<file path="src/rtl/assert_macros.svh">
// ----------------------------------------------------------------------------
// Assertion macros
// Shared concurrent assertion macros for the RTL of this project.
// ----------------------------------------------------------------------------
`ifndef ASSERT_MACROS_SVH
`define ASSERT_MACROS_SVH
`ifndef ASSERT_OFF
`define ASSERT_ALWAYS(lbl, clk, rstn, prop, msg) \
  lbl: assert property (@(posedge clk) disable iff (!rstn) (prop)) else $error(msg);
`define ASSERT_IMPLY(lbl, clk, rstn, ante, cons, msg) \
  lbl: assert property (@(posedge clk) disable iff (!rstn) (ante) |-> (cons)) else $error(msg);
`else
`define ASSERT_ALWAYS(lbl, clk, rstn, prop, msg)
`define ASSERT_IMPLY(lbl, clk, rstn, ante, cons, msg)
`endif
`endif

</file>
<file path="src/rtl/qrm_pkg.sv">
// ----------------------------------------------------------------------------
// qrm_pkg
// Types and constants shared by the quaternion to rotation matrix pipeline.
// ----------------------------------------------------------------------------
package qrm_pkg;
  localparam int QuatW  = 16;
  localparam int RemW   = 33;
  localparam int Lanes  = 9;
  localparam int EntryW = 16;

  typedef struct packed {
    logic valid;
    logic zero;
  } qrm_ctl_t;

  typedef logic [Lanes-1:0][RemW-1:0]   rem_vec_t;
  typedef logic [Lanes-1:0][EntryW-1:0] entry_vec_t;
endpackage

</file>
<file path="src/rtl/qrm_div_stage.sv">
// ----------------------------------------------------------------------------
// qrm_div_stage
// One restoring division step for all nine lanes: one quotient bit per lane.
// ----------------------------------------------------------------------------
module qrm_div_stage #(
  parameter int QW    = 16,
  parameter bit FIRST = 1'b0
) (
  input  logic                     clk_i,
  input  logic                     rst_ni,
  input  qrm_pkg::qrm_ctl_t        ctl_i,
  input  logic [qrm_pkg::RemW-1:0] n_i,
  input  qrm_pkg::rem_vec_t        rem_i,
  input  logic [8:0][QW-1:0]       quo_i,
  input  logic [8:0]               neg_i,
  output qrm_pkg::qrm_ctl_t        ctl_o,
  output logic [qrm_pkg::RemW-1:0] n_o,
  output qrm_pkg::rem_vec_t        rem_o,
  output logic [8:0][QW-1:0]       quo_o,
  output logic [8:0]               neg_o
);
  logic [qrm_pkg::RemW:0]   t [9];
  logic [qrm_pkg::RemW:0]   diff [9];
  qrm_pkg::rem_vec_t        rem_d;
  logic [8:0][QW-1:0]       quo_d;
  qrm_pkg::qrm_ctl_t        ctl_q;
  logic [qrm_pkg::RemW-1:0] n_q;
  qrm_pkg::rem_vec_t        rem_q;
  logic [8:0][QW-1:0]       quo_q;
  logic [8:0]               neg_q;

  always_comb begin
    for (int i = 0; i < 9; i++) begin
      t[i]    = FIRST ? {1'b0, rem_i[i]} : {rem_i[i], 1'b0};
      diff[i] = t[i] - {1'b0, n_i};
      if (t[i] >= {1'b0, n_i}) begin
        rem_d[i] = diff[i][qrm_pkg::RemW-1:0];
        quo_d[i] = {quo_i[i][QW-2:0], 1'b1};
      end else begin
        rem_d[i] = t[i][qrm_pkg::RemW-1:0];
        quo_d[i] = {quo_i[i][QW-2:0], 1'b0};
      end
    end
  end

  always_ff @(posedge clk_i or negedge rst_ni) begin
    if (!rst_ni) begin
      ctl_q <= '0;
    end else begin
      ctl_q <= ctl_i;
    end
  end

  always_ff @(posedge clk_i) begin
    n_q   <= n_i;
    rem_q <= rem_d;
    quo_q <= quo_d;
    neg_q <= neg_i;
  end

  assign ctl_o = ctl_q;
  assign n_o   = n_q;
  assign rem_o = rem_q;
  assign quo_o = quo_q;
  assign neg_o = neg_q;
endmodule

</file>
<file path="config.mk">
export PLATFORM = sky130hd
export DESIGN_NAME = qrm_div_stage
export DESIGN_NICKNAME = d
export VERILOG_FILES = /design/src/rtl/assert_macros.svh /design/src/rtl/qrm_pkg.sv /design/src/rtl/qrm_div_stage.sv
export SDC_FILE = /design/constraint.sdc
export NUM_CORES = 1
export LEC_CHECK = 0
export ABC_AREA = 1
export BUFFER_PORTS_ARGS = -buffer_cell sky130_fd_sc_hd__buf_2
export CORE_AREA = 3 3 382 384
export CTS_CLUSTER_SIZE = 28
export DETAILED_ROUTE_END_ITERATION = 8
export DIE_AREA = 0 0 385 387
export PLACE_DENSITY = 0.54
export SLEW_MARGIN = 20
export SYNTH_ARGS = -nofsm -noshare
export SYNTH_HDL_FRONTEND = slang
export SYNTH_SLANG_ARGS = --single-unit
</file>
<file path="constraint.sdc">
create_clock -name clk_i -period 1.25 [get_ports clk_i]
set_clock_uncertainty 0.1 [all_clocks]
set_input_delay 0.25 -clock clk_i [delete_from_list [all_inputs] [get_ports clk_i]]
set_output_delay 0.25 -clock clk_i [all_outputs]
set_load 0.02 [all_outputs]
</file>
==> results_dict.tcl <==
set metrics [dict create \
    yosysTopAreaCell "nand2_1" \
    synthCells 6486 \
    power.leakage_uw 0.0375 \
    vias_per_cell 4.43 \
    worst_ep_required_time_ns 1.75 \
    clockBufferDepth 3 \
    yosys-top-cells-area "nand2_1, dfxtp_1, inv_1, ha_1, nand3_1" \
    whs_endpoint "rem_o[5]" \
    nNetsFinal 10004 \
    antenna_found_initial 52 \
    syn_area_sq_mm 0.0380 \
    worst-path-max-fanout 8 \
    htreeDepth 2 \
    layout.cells.non_filler 11192 \
    drt-initial-drc-count 3018 \
    yosys_warnings 0 \
    multi_input_area_sq_mm 0.0267 \
    rsz0062_at_grt "yes" \
    synth_nets 7279 \
    gp_congestion 0.984 \
    avgSynthCellArea_sq_um 5.85 \
    crit_arrival_ns 2.33 \
    cts_buffers 59 \
    post-route-util 0.467 \
    min_path_type "in -> reg" \
    drv_cap 0 \
    fmax_mhz 547 \
    cts.clk_slew.worst_paths_ns 0.06 \
    worst-path-buf-inv 7 \
    maxSlewViolCount 0 \
    rows 139 \
    critPathSlowestCell "ha_4" \
    routed_wl_um 224000 \
    cp_cell_sequence "buf_6 -> clkinvlp_4 -> buf_12 -> buf_16 -> ha_4 -> nand2_4 -> inv_4 -> nand2_4 -> nor3_4 -> nand2_2 -> nor2_4 -> nor2_4 -> nand2_8 -> buf_12 -> buf_16 -> nand2_1 -> nand2_1" \
    path_class "in -> reg" \
    slew_headroom 0.735 \
    drt-wirelength-per-cell_um 20.0 \
    cts_tree "done" \
    startpoint_type "primary input" \
    synth_top_area_share 0.284 \
    area_growth_pct 76.0 \
    worstSetupEndpointType "register" \
    place_ws_ns -1.74 \
    synth_cell_type_count 41 \
    overflow 0 \
    place_hpwl_um 181000 \
    crit_start "n_i[27]" \
    die-height_um 387 \
    hold_depth 3 \
    die_x_um 385 \
    grt_max_degree 34 \
    slowest_delay_ns 0.31 \
    fill_cells 14650 \
    synth-seq-cells 485 \
    max-vdd-ir-drop_uv 1270 \
    final_common_cell "nand2_1" \
    grt_pass1_vias 48064 \
    start_util 0.265 \
    drc 0 \
    synthArstFlopShare 0.00412 \
    ys.flop_type "dfxtp_1" \
    dr.pass1.iters 7 \
    hold_start "rem_i[4]" \
    numPortBuffers 962 \
    failed_checks "negative hold slack, negative setup slack" \
    io-pin-count 972 \
    worst_slew_pin_slew_ns 0.396 \
    critPathTopFamily "simple AND/OR/NAND/NOR gates" \
    min_period_ns 1.83 \
    grt_pass1_wl_um 311000 \
    seq_area_sq_mm 0.00975 \
    antenna_left 0 \
    pwr_density_cell_mw_per_mm2 1010 \
    period_share 1.46 \
    final_cell_mix "nand2_1, inv_1, buf_4" \
    cts.sinks 485 \
    hold_violations 4 \
    worst_slack_ns -0.577 \
    grt_usage 0.284 \
    whs_ns -0.283 \
    die_area_sq_mm 0.149 \
    synth_edf_count 0 \
    ys_seq_area_frac 0.256 \
    coreArea_sq_mm 0.143 \
    root_buffer "clkbuf_16" \
    vias 49608 \
    dp.cells 10514 \
    setup_viol 791 \
    outcome "finished with violations" \
    layout-drive-gt1-share 0.347 \
]
-- cell usage after synthesis (3+ instances only) --
library cell,n
a21oi_1,168
o21bai_1,14
buf_4,16
buf_2,15
xnor2_1,3
o21ai_0,12
nand2_4,9
or2_2,24
fa_1,9
nor3_1,60
nor2_4,4
nor2_2,40
ha_1,297
nand3_1,402
inv_1,1243
nand2_8,3
inv_4,3
nand2_2,34
xor2_1,126
nand2_1,2876
and2_1,69
and3_1,6
dfxtp_1,483
nor2_1,365
nand3b_1,52
nor4_2,3
nand4_1,63
buf_6,34
inv_2,25
nor4_1,3
nand3_2,9
-- power by group --
group | internal (uW) | leakage [uW] | switching, uW
logic | 13000 | 0.0324 | 18000
clock network | 9980 | 0.000965 | 7800
registers | 17700 | 0.00410 | 1130
-- kinds of logic after synthesis --
| logic type | after synthesis | synth area share |
|---|---|---|
| and+or+nand+nor | 4030 | 0.443 |
| xor gates and xnor gates | 129 | 0.0298 |
| DFF | 485 | 0.256 |
| adders and majority gates | 306 | 0.103 |
| buffers and inverters | 1338 | 0.141 |
| AOI/OAI and AO/OA | 198 | 0.0273 |
-- through the flow --
stage	cell area, sq um	TNS (ns)	hold WS (ns)	power (uW)
2_1_floorplan	38000	-212.52	-0.146	32000
3_3_place_gp	54900	-447.02	-0.0573	46000
3_5_place_dp	54900	-446.44	-0.0573	46000
4_1_cts	64100	-302.41	-0.444	66700
5_1_grt	66800	-326.40	-0.285	71200
6_report	66800	-281.37	-0.283	67600
-- final cells by class --
class                   instances  share of cell area
multi-input cells            4669               0.400
repair buffers               2725               0.315
flip-flops and latches        485               0.146
inverters                    1271              0.0732
well taps                    1903              0.0356
clock buffers                  73              0.0236
clock inverters                38             0.00612
diodes                         28             0.00105
-- how the worst max path moves through the flow --
| stage | to | slack, ns | depth (start not counted) |
|---|---|---|---|
| after floorplan | rem_o[185] | -0.74 | 13 |
| after global placement | rem_o[34] | -1.75 | 17 |
| after detailed placement | rem_o[34] | -1.74 | 17 |
| after CTS | rem_o[97] | -0.53 | 19 |
| after global routing | rem_o[211] | -0.63 | 18 |
| final | rem_o[242] | -0.58 | 17 |
-- registers in the layout, indices dropped and copies added, names as in the netlist --
name / count
rem_o: 297
n_o: 33
neg_o: 9
quo_o: 144
ctl_o: 2
-- repair_timing --
action,in CTS,in global routing
hold buffers,447,19
buffers inserted,34,20
pin swaps,74,133
hold endpoints to repair,469,23
cloned,10,12
setup endpoints to repair,791,791
resized for setup,452,457
-- routing by layer --
| metal | vias up | routed length, um | global-route usage |
|---|---|---|---|
| li1 | 25070 | - | - |
| met1 | 22520 | 88800 | 0.330 |
| met2 | 1587 | 109000 | 0.506 |
| met3 | 419 | 12100 | 0.0363 |
| met4 | 12 | 14300 | 0.149 |
| met5 | - | 80 | 0 |
Note: power is estimated with default switching activity, not from simulation.
