### src/rtl/assert_macros.svh
// ----------------------------------------------------------------------------
// Assertion macros
// Shared concurrent assertion macros for the RTL of this project.
// ----------------------------------------------------------------------------
`ifndef ASSERT_MACROS_SVH
`define ASSERT_MACROS_SVH
`ifndef ASSERT_OFF
`define ASSERT_ALWAYS(lbl, clk, rstn, prop, msg) \
  lbl: assert property (@(posedge clk) disable iff (!rstn) (prop)) else $error(msg);
`define ASSERT_IMPLY(lbl, clk, rstn, ante, cons, msg) \
  lbl: assert property (@(posedge clk) disable iff (!rstn) (ante) |-> (cons)) else $error(msg);
`else
`define ASSERT_ALWAYS(lbl, clk, rstn, prop, msg)
`define ASSERT_IMPLY(lbl, clk, rstn, ante, cons, msg)
`endif
`endif

### src/rtl/qrm_pkg.sv
// ----------------------------------------------------------------------------
// qrm_pkg
// Types and constants shared by the quaternion to rotation matrix pipeline.
// ----------------------------------------------------------------------------
package qrm_pkg;
  localparam int QuatW  = 16;
  localparam int RemW   = 33;
  localparam int Lanes  = 9;
  localparam int EntryW = 16;

  typedef struct packed {
    logic valid;
    logic zero;
  } qrm_ctl_t;

  typedef logic [Lanes-1:0][RemW-1:0]   rem_vec_t;
  typedef logic [Lanes-1:0][EntryW-1:0] entry_vec_t;
endpackage

### src/rtl/qrm_encode.sv
// ----------------------------------------------------------------------------
// qrm_encode
// Rounds each quotient to nearest, clamps to [-1,1], applies the sign and
// substitutes the identity matrix for a zero quaternion.
// ----------------------------------------------------------------------------
module qrm_encode #(
  parameter int FRAC_BITS = 14
) (
  input  logic                         clk_i,
  input  logic                         rst_ni,
  input  qrm_pkg::qrm_ctl_t            ctl_i,
  input  logic [8:0][FRAC_BITS+1:0]    quo_i,
  input  logic [8:0]                   neg_i,
  output qrm_pkg::qrm_ctl_t            ctl_o,
  output qrm_pkg::entry_vec_t          m_o
);
  localparam int QW = FRAC_BITS + 2;
  localparam int EW = (QW > 17) ? QW : 17;
  localparam logic [EW-1:0] One    = EW'(1) << FRAC_BITS;
  localparam logic [EW-1:0] NegMax = EW'(32768);
  localparam logic [EW-1:0] PosMax = EW'(32767);
  localparam logic [15:0]   Diag   = (One > PosMax) ? 16'(PosMax) : One[15:0];

  logic [EW-1:0]       q [9];
  qrm_pkg::entry_vec_t m_d;
  qrm_pkg::qrm_ctl_t   ctl_q;
  qrm_pkg::entry_vec_t m_q;

  always_comb begin
    for (int i = 0; i < 9; i++) begin
      q[i] = (EW'(quo_i[i]) + EW'(1)) >> 1;
      if (q[i] > One) q[i] = One;
      if (neg_i[i]) begin
        if (q[i] > NegMax) q[i] = NegMax;
        m_d[i] = 16'(-q[i]);
      end else begin
        if (q[i] > PosMax) q[i] = PosMax;
        m_d[i] = q[i][15:0];
      end
      if (ctl_i.zero) begin
        m_d[i] = (i == 0 || i == 4 || i == 8) ? Diag : '0;
      end
    end
  end

  always_ff @(posedge clk_i or negedge rst_ni) begin
    if (!rst_ni) begin
      ctl_q <= '0;
    end else begin
      ctl_q <= ctl_i;
    end
  end

  always_ff @(posedge clk_i) begin
    m_q <= m_d;
  end

  assign ctl_o = ctl_q;
  assign m_o   = m_q;
endmodule
### config.mk
export PLATFORM = sky130hd
export DESIGN_NAME = qrm_encode
export DESIGN_NICKNAME = d
export VERILOG_FILES = /design/src/rtl/assert_macros.svh /design/src/rtl/qrm_pkg.sv /design/src/rtl/qrm_encode.sv
export SDC_FILE = /design/constraint.sdc
export NUM_CORES = 1
export LEC_CHECK = 0
export ABC_AREA = 1
export BUFFER_PORTS_ARGS = -buffer_cell sky130_fd_sc_hd__buf_2
export CORE_AREA = 2 2 167 169
export DETAILED_ROUTE_END_ITERATION = 12
export DIE_AREA = 0 0 169 171
export GPL_TIMING_DRIVEN = 0
export HOLD_SLACK_MARGIN = 0.03
export PLACE_DENSITY = 0.68
export SLEW_MARGIN = 20
export SYNTH_ARGS = -nofsm -noshare
export SYNTH_HDL_FRONTEND = slang
export SYNTH_SLANG_ARGS = --single-unit
### constraint.sdc
create_clock -name clk_i -period 0.8 [get_ports clk_i]
set_input_delay 0.04 -clock clk_i [delete_from_list [all_inputs] [get_ports clk_i]]
set_output_delay 0.04 -clock clk_i [all_outputs]
set_load 0.01 [all_outputs]
==> results by group, run 1 <==
Outcome
  – Run status: finished, violations left
  – Violations in the final reports: negative hold slack, negative setup slack

Synthesis
  – Post-synth EDFFs: 0
  – Mean Syn Cell Area: 5.79 µm²
  – Fraction of registers with async set or reset after synthesis: 1.37%
  – Synth Register Bits: 146
  – Post-synth top area share: 24.1%
  – Synthesized area: 0.0120 mm²
  – Post-synth top area cell: dfxtp_1
  – Seq/Total Area, Yosys: 24.5%
  – Gate Count Post-Synth: 2067
  – Synth warnings: 0
  – Most common cell in the netlist: nand2_1
  – Commonest register cell after synthesis: dfxtp_1
  – Synth top area cells: dfxtp_1, nand2_1, nor2_1, inv_1, nand3_1
  – Post-synth top cells: nand2_1, nor2_1, inv_1
  – Synth cell types: 53
  – Syn Nets: 2242

Global route
  – First-pass GRT wire length: 70400 µm
  – Initial antenna violation count: 5
  – Global route total overflow: 0
  – Total Routing Usage GR: 30.1%
  – Largest net degree at the start of global routing: 17
  – Vias in the first global route: 14600

Worst setup path
  – CP delay by family, top: simple AND/OR/NAND/NOR gates
  – Crit path largest cell delay: 0.25 ns
  – CP max FO: 3
  – Crit path cell chain: buf_8 -> ha_4 -> buf_4 -> xnor2_2 -> nand2_1 -> nor2_2 -> nand2_1 -> nor2_1 -> nand3_1 -> nand2_2 -> buf_6 -> inv_4 -> or2_4 -> ha_4 -> inv_4 -> nor2_2 -> nand2_1 -> nor2_2 -> nand2_1 -> nand3_1 -> nand2_1 -> nor2_1
  – Startpoint Class: primary input
  – Arr. time, crit path: 2.42 ns
  – Critical path class: in2reg
  – Worst path slowest cell: or2_4
  – Buf/Inv on CP: 5
  – Crit path top cell by count: nand2_1
  – Crit end category: flip-flop
  – Required @ worst endpoint: 1.12 ns

CTS
  – CTS Hold Bufs: 10
  – Clock Path Buffers: 2
  – Clock Root Buffer: clkbuf_16
  – CTS sink count: 146
  – CTS tree: built
  – Total CTS buffers: 17
  – Worst-path clk slew: 0.07 ns
  – CTS H-tree lvls: 4

STA
  – Crit share post-route: 262%
  – Hold_ws: -0.0144 ns
  – Final critical-path required period: 2.10 ns
  – Achievable Freq: 477 MHz
  – Slew Limit Fails: 0
  – Worst setup margin: -1.30 ns
  – Final Setup Violations: 290
  – Slew @ Worst Pin: 1.05 ns
  – Slew HR: 29.7%
  – Final Hold Fails: 3
  – RSZ-0062 raised after global routing: true

Min path
  – Hold Path Class: in2reg

Cells and area
  – Share of layout cells above drive strength 1: 51.5%
  – Area growth from synthesis to layout: 76.6%
  – Cell area after layout: 0.0211 mm²
  – Filler cell count: 1921
  – Post-layout net count: 2798

Place
  – IO Port Bufs: 299
  – Routability congestion estimate: 0.942
  – Pre-CTS WS: -1.86 ns
  – Post-DP Area: 0.0150 mm²
  – Dpl hpwl: 31800 µm

Drt
  – ANT nets after route: 0
  – Via count: 16300
  – Routed len/inst: 16.6 µm
  – DRT iter0 DRCs: 1208
  – Routed vias/inst: 5.44
  – Drt first pass iters: 6
  – # DRC: 0
  – WL final: 49700 µm

Floorplanning
  – Die Y: 171 µm
  – I/O pin count: 303
  – Rows: 61
  – Die W: 169 µm
  – Initial Utilization: 43.8%
  – CORE AREA: 0.0273 mm²
  – Die ar.: 0.0289 mm²

Power
  – Pwr/cell area: 1270 mW/mm²
  – Leak pwr: 9.83 nW
  – VDD IR-drop max: 1150 µV

Flow run
  – # Max-Cap Violations: 0
[metrics by stage]
stage	hold slack [ns]	cells	util (%)	total power [mW]	setup TNS, ns
2_1_floorplan	-0.256	2067	-	12.4	-136.47
6_report	-0.0144	2989	77.4	26.9	-148.66
4_1_cts	-0.0188	2916	70.0	25.3	-134.82
3_5_place_dp	-0.174	2712	54.7	14.7	-206.69
3_3_place_gp	-0.176	2712	54.7	14.6	-201.87
5_1_grt	-0.0115	2986	77.3	28.0	-168.56
[state kept, by name, indices dropped and copies added, names as in the netlist]
signal / count
ctl_o: 2
m_o: 144
[where the power goes]
part | internal [mW] | switching [mW] | leakage, nW
clock | 5.07 | 3.51 | 0.302
sequential | 7.88 | 0.237 | 1.24
combinational | 4.40 | 5.79 | 8.29
[routing by layer]
| layer | track usage (%) | up-vias | part of all wire (%) |
|---|---|---|---|
| met5 | 0 | - | 0 |
| met4 | 10.6 | 0 | 3.5 |
| met3 | 5.97 | 149 | 6.7 |
| met2 | 53.0 | 667 | 50 |
| met1 | 36.6 | 7611 | 40 |
| li1 | - | 7831 | - |
[repair_timing]
action                     in CTS  in global routing
gates resized for setup       597                401
pin swaps                     250                230
hold endpoints to repair       20                  6
cloned                          4                  0
setup endpoints to repair     290                290
buffers inserted              168                 82
[logic make-up after synthesis]
family | Yosys count | synth area share (%)
adder cells (fa/ha/maj) | 18 | 1.88
XOR/XNOR | 41 | 3.13
AND/OR/NAND/NOR | 1295 | 47.3
buffers and inverters | 300 | 10.1
AO/OA/AOI/OAI | 267 | 13.1
flip-flops | 146 | 24.5
[path summary, 6_finish.rpt]
| path | from | to | slack (ns) | depth (start not counted) |
|---|---|---|---|---|
| hold / removal | quo_i[33] | m_o[32]$_SDFF_PP0_ | -0.01 | 4 |
| min in group asynchronous | rst_ni | ctl_o[0]$_DFF_PN0_ | 0.47 | 3 |
| max in group asynchronous | rst_ni | ctl_o[1]$_DFF_PN0_ | 0.21 | 3 |
| setup / recovery | quo_i[17] | m_o[30]$_SDFF_PP0_ | -1.30 | 22 |
[placed cells by master (no fill, tap or decap), types with 71 or more instances in the layout]
cell type | synthesis | layout
dfxtp_2 | 0 | 72
nand2_1 | 626 | 426
nor2_2 | 33 | 71
nor2_4 | 5 | 78
nand2_2 | 13 | 151
nand3_1 | 176 | 95
dfxtp_1 | 144 | 72
buf_6 | 9 | 139
buf_2 | 3 | 186
inv_1 | 240 | 194
nor2_1 | 291 | 180
buf_4 | 3 | 169
[cell type report]
cell class	count	area [µm²]	area share [%]
Multi-Input combinational cell	1621	11300	53.3
Timing Repair Buffer	537	4410	20.9
Sequential cell	146	3020	14.3
Inverter	255	1020	4.84
Clock buffer	20	447	2.11
Tap cell	346	433	2.05
Buffer	45	357	1.69
Clock inverter	12	168	0.793
Antenna cell	7	17.5	0.0829
No activity file was read; power rests on OpenSTA's default activity.
==> run 2: changes to the inputs <==
==> constraint.sdc (replaced) <==
create_clock -name clk_i -period 0.8 [get_ports clk_i]
set_input_delay 0.12 -clock clk_i [delete_from_list [all_inputs] [get_ports clk_i]]
set_output_delay 0.12 -clock clk_i [all_outputs]
set_load 0.01 [all_outputs]
==> run 2 against run 1 <==
The run ends with negative setup slack left. Clock-buffer cell count unchanged. Routed wire length down 1.9%. Non-clock buffer count down 17. First-iteration DRC count up 3.5%. Critical path depth down 3. Via count down 1.2%. Sequential cell count unchanged. Sequential share of layout area up 0.15 points. Hold slack better by 0.078 ns. Worst setup slack worse by 0.19 ns. Sequential power about the same. Core utilization down 0.90 points.
==> results by group, run 2 (synthesis results as in run 1) <==
STA
  – Slew HR: 28.0%
  – Final critical-path required period: 2.29 ns
  – Slew Limit Fails: 0
  – Achievable Freq: 438 MHz
  – Final Hold Fails: 0
  – Crit share post-route: 286%
  – RSZ-0062 raised after global routing: true
  – Worst setup margin: -1.49 ns
  – Setup TNS: -172.21 ns
  – Final Setup Violations: 290
  – Slew @ Worst Pin: 1.08 ns

Drt
  – ANT nets after route: 0
  – Routed vias/inst: 5.41
  – Routed len/inst: 16.4 µm
  – Wl on met1: 19700 µm
  – # DRC: 0
  – Drt first pass iters: 5
  – WL final: 48700 µm
  – DR WL met2: 24200 µm
  – DR WL met3: 3080 µm
  – Via count: 16100
  – DRT iter0 DRCs: 1250
  – Max layer used: met4

Power
  – VDD IR-drop max: 1130 µV
  – Switch share: 35.4%
  – Leak pwr: 9.71 nW
  – Pwr/cell area: 1280 mW/mm²
  – Comb pwr share: 37.5%
  – Clock Power Share: 32.1%
  – Switching pwr: 9.46 mW
  – P_int: 17.3 mW
  – Seq pwr share: 30.4%

Worst setup path
  – Required @ worst endpoint: 1.09 ns
  – Worst setup path endpoint: m_o[20]$_SDFF_PP0_
  – Worst setup path startpoint: quo_i[17]
  – Crit path largest cell delay: 0.27 ns
  – Startpoint Class: primary input
  – Arr. time, crit path: 2.57 ns
  – CP delay by family, top: simple AND/OR/NAND/NOR gates
  – Worst path depth: 19
  – Crit end category: flip-flop
  – Buf/Inv on CP: 5
  – Critical path class: in2reg
  – CP max FO: 6
  – Crit path cell chain: buf_8 -> ha_4 -> nand2_4 -> nor2_4 -> buf_4 -> xnor2_2 -> nand2_1 -> nor2_1 -> nand3_1 -> nand2_2 -> buf_6 -> inv_4 -> or2_4 -> ha_4 -> inv_4 -> nor2_2 -> a21boi_4 -> o31ai_1 -> a21oi_1
  – Worst path slowest cell: o31ai_1

Flow run
  – # Max-Cap Violations: 0

Place
  – Dpl hpwl: 31800 µm
  – Routability congestion estimate: 0.942
  – IO Port Bufs: 299
  – Pre-CTS WS: -1.94 ns

Floorplanning
  – CORE AREA: 0.0273 mm²
  – Initial Utilization: 43.8%
  – Die W: 169 µm
  – I/O pin count: 303
  – Rows: 61
  – Die Y: 171 µm
  – Die ar.: 0.0289 mm²

Outcome
  – Violations in the final reports: negative setup slack
  – Run status: finished, violations left

Cells and area
  – Most common cell after layout, fill and taps aside: nand2_1
  – Area growth from synthesis to layout: 74.6%
  – Post-layout net count: 2781
  – Commonest non-fill, non-tap cells in the layout: nand2_1, inv_1, buf_2
  – Reg area: 0.00302 mm²
  – Share of layout cells above drive strength 1: 51.1%
  – Max reg flops: 144
  – Filler cell count: 1960
  – Multi-input logic area: 0.0112 mm²

Global route
  – Vias in the first global route: 14600
  – Global route total overflow: 0
  – First-pass GRT wire length: 70200 µm
  – Initial antenna violation count: 6
  – Total Routing Usage GR: 30.0%
  – Largest net degree at the start of global routing: 17

CTS
  – Clock Root Buffer: clkbuf_16
  – Worst-path clk slew: 0.06 ns
  – Clock Path Buffers: 2
  – CTS sink count: 146
  – Total CTS buffers: 17
  – CTS tree: built
  – CTS H-tree lvls: 4

Min path
  – Hold Path Class: in2reg
## run 2: changes by cell type in the layout (fill, tap and decap cells not counted), sizes merged
cell	change
diode	-1
buf	-11
clkbuf	-1
dlygate4sd3	-5
## run 2: cell type report
type / count / share of cell area [%]
Multi-Input combinational cell: 1621 / 53.7
Antenna cell: 6 / 0.0719
Tap cell: 346 / 2.07
Sequential cell: 146 / 14.4
Clock buffer: 20 / 2.14
Timing Repair Buffer: 520 / 20.2
Inverter: 255 / 4.91
Buffer: 45 / 1.71
Clock inverter: 12 / 0.802
## run 2: per-stage QoR
| stage | total power, mW | area (µm²) | utilization, % | hold slack (ns) | cells |
|---|---|---|---|---|---|
| global route | 27.8 | 20900 | 76.5 | 0.0633 | 2970 |
| detailed placement | 14.7 | 15000 | 54.7 | -0.0939 | 2712 |
| CTS | 25.3 | 19100 | 69.8 | 0.0447 | 2911 |
| floorplan | 12.4 | 13000 | - | -0.176 | 2067 |
| finish | 26.7 | 20900 | 76.5 | 0.0632 | 2971 |
| global placement | 14.6 | 15000 | 54.7 | -0.0964 | 2712 |
## run 2: tightest hold or removal path: stages
cell     delay, ns
buf_2         0.16
nand3_2       0.09
a21oi_1       0.07
## run 2: repair_timing
action / 4_1_cts / 5_1_grt
setup endpoints to repair: 290 / 290
hold buffers: 5 / 0
pin swaps: 250 / 223
buffers inserted: 168 / 68
cloned: 4 / 0
resized for setup: 597 / 379
endpoints found under the hold margin: 5 / 0
## run 2: routing by layer
| metal | vias up | GRT usage [%] |
|---|---|---|
| met5 | - | 0 |
| met4 | 0 | 10.4 |
| met3 | 143 | 6.22 |
| met2 | 603 | 52.9 |
| met1 | 7523 | 36.4 |
| li1 | 7790 | - |
## run 2: power groups by stage
stage	Clock (mW)	Combinational [mW]	Sequential, mW
3_3_place_gp	0	6.44	8.16
5_1_grt	8.90	10.8	8.15
2_1_floorplan	0	4.02	8.42
3_5_place_dp	0	6.54	8.16
4_1_cts	8.61	8.58	8.11
6_report	8.58	10.0	8.11
## run 2: worst min path at each step
stage          startpoint                 end  slack, ns  cells past startpoint
6_report         neg_i[2]  m_o[41]$_SDFF_PP0_       0.06                      3
5_1_grt          neg_i[2]  m_o[41]$_SDFF_PP0_       0.06                      3
4_1_cts          neg_i[4]  m_o[67]$_SDFF_PP0_       0.04                      4
3_5_place_dp       rst_ni  ctl_o[0]$_DFF_PN0_      -0.09                      1
3_3_place_gp       rst_ni  ctl_o[0]$_DFF_PN0_       -0.1                      1
2_1_floorplan      rst_ni  ctl_o[0]$_DFF_PN0_      -0.18                      0
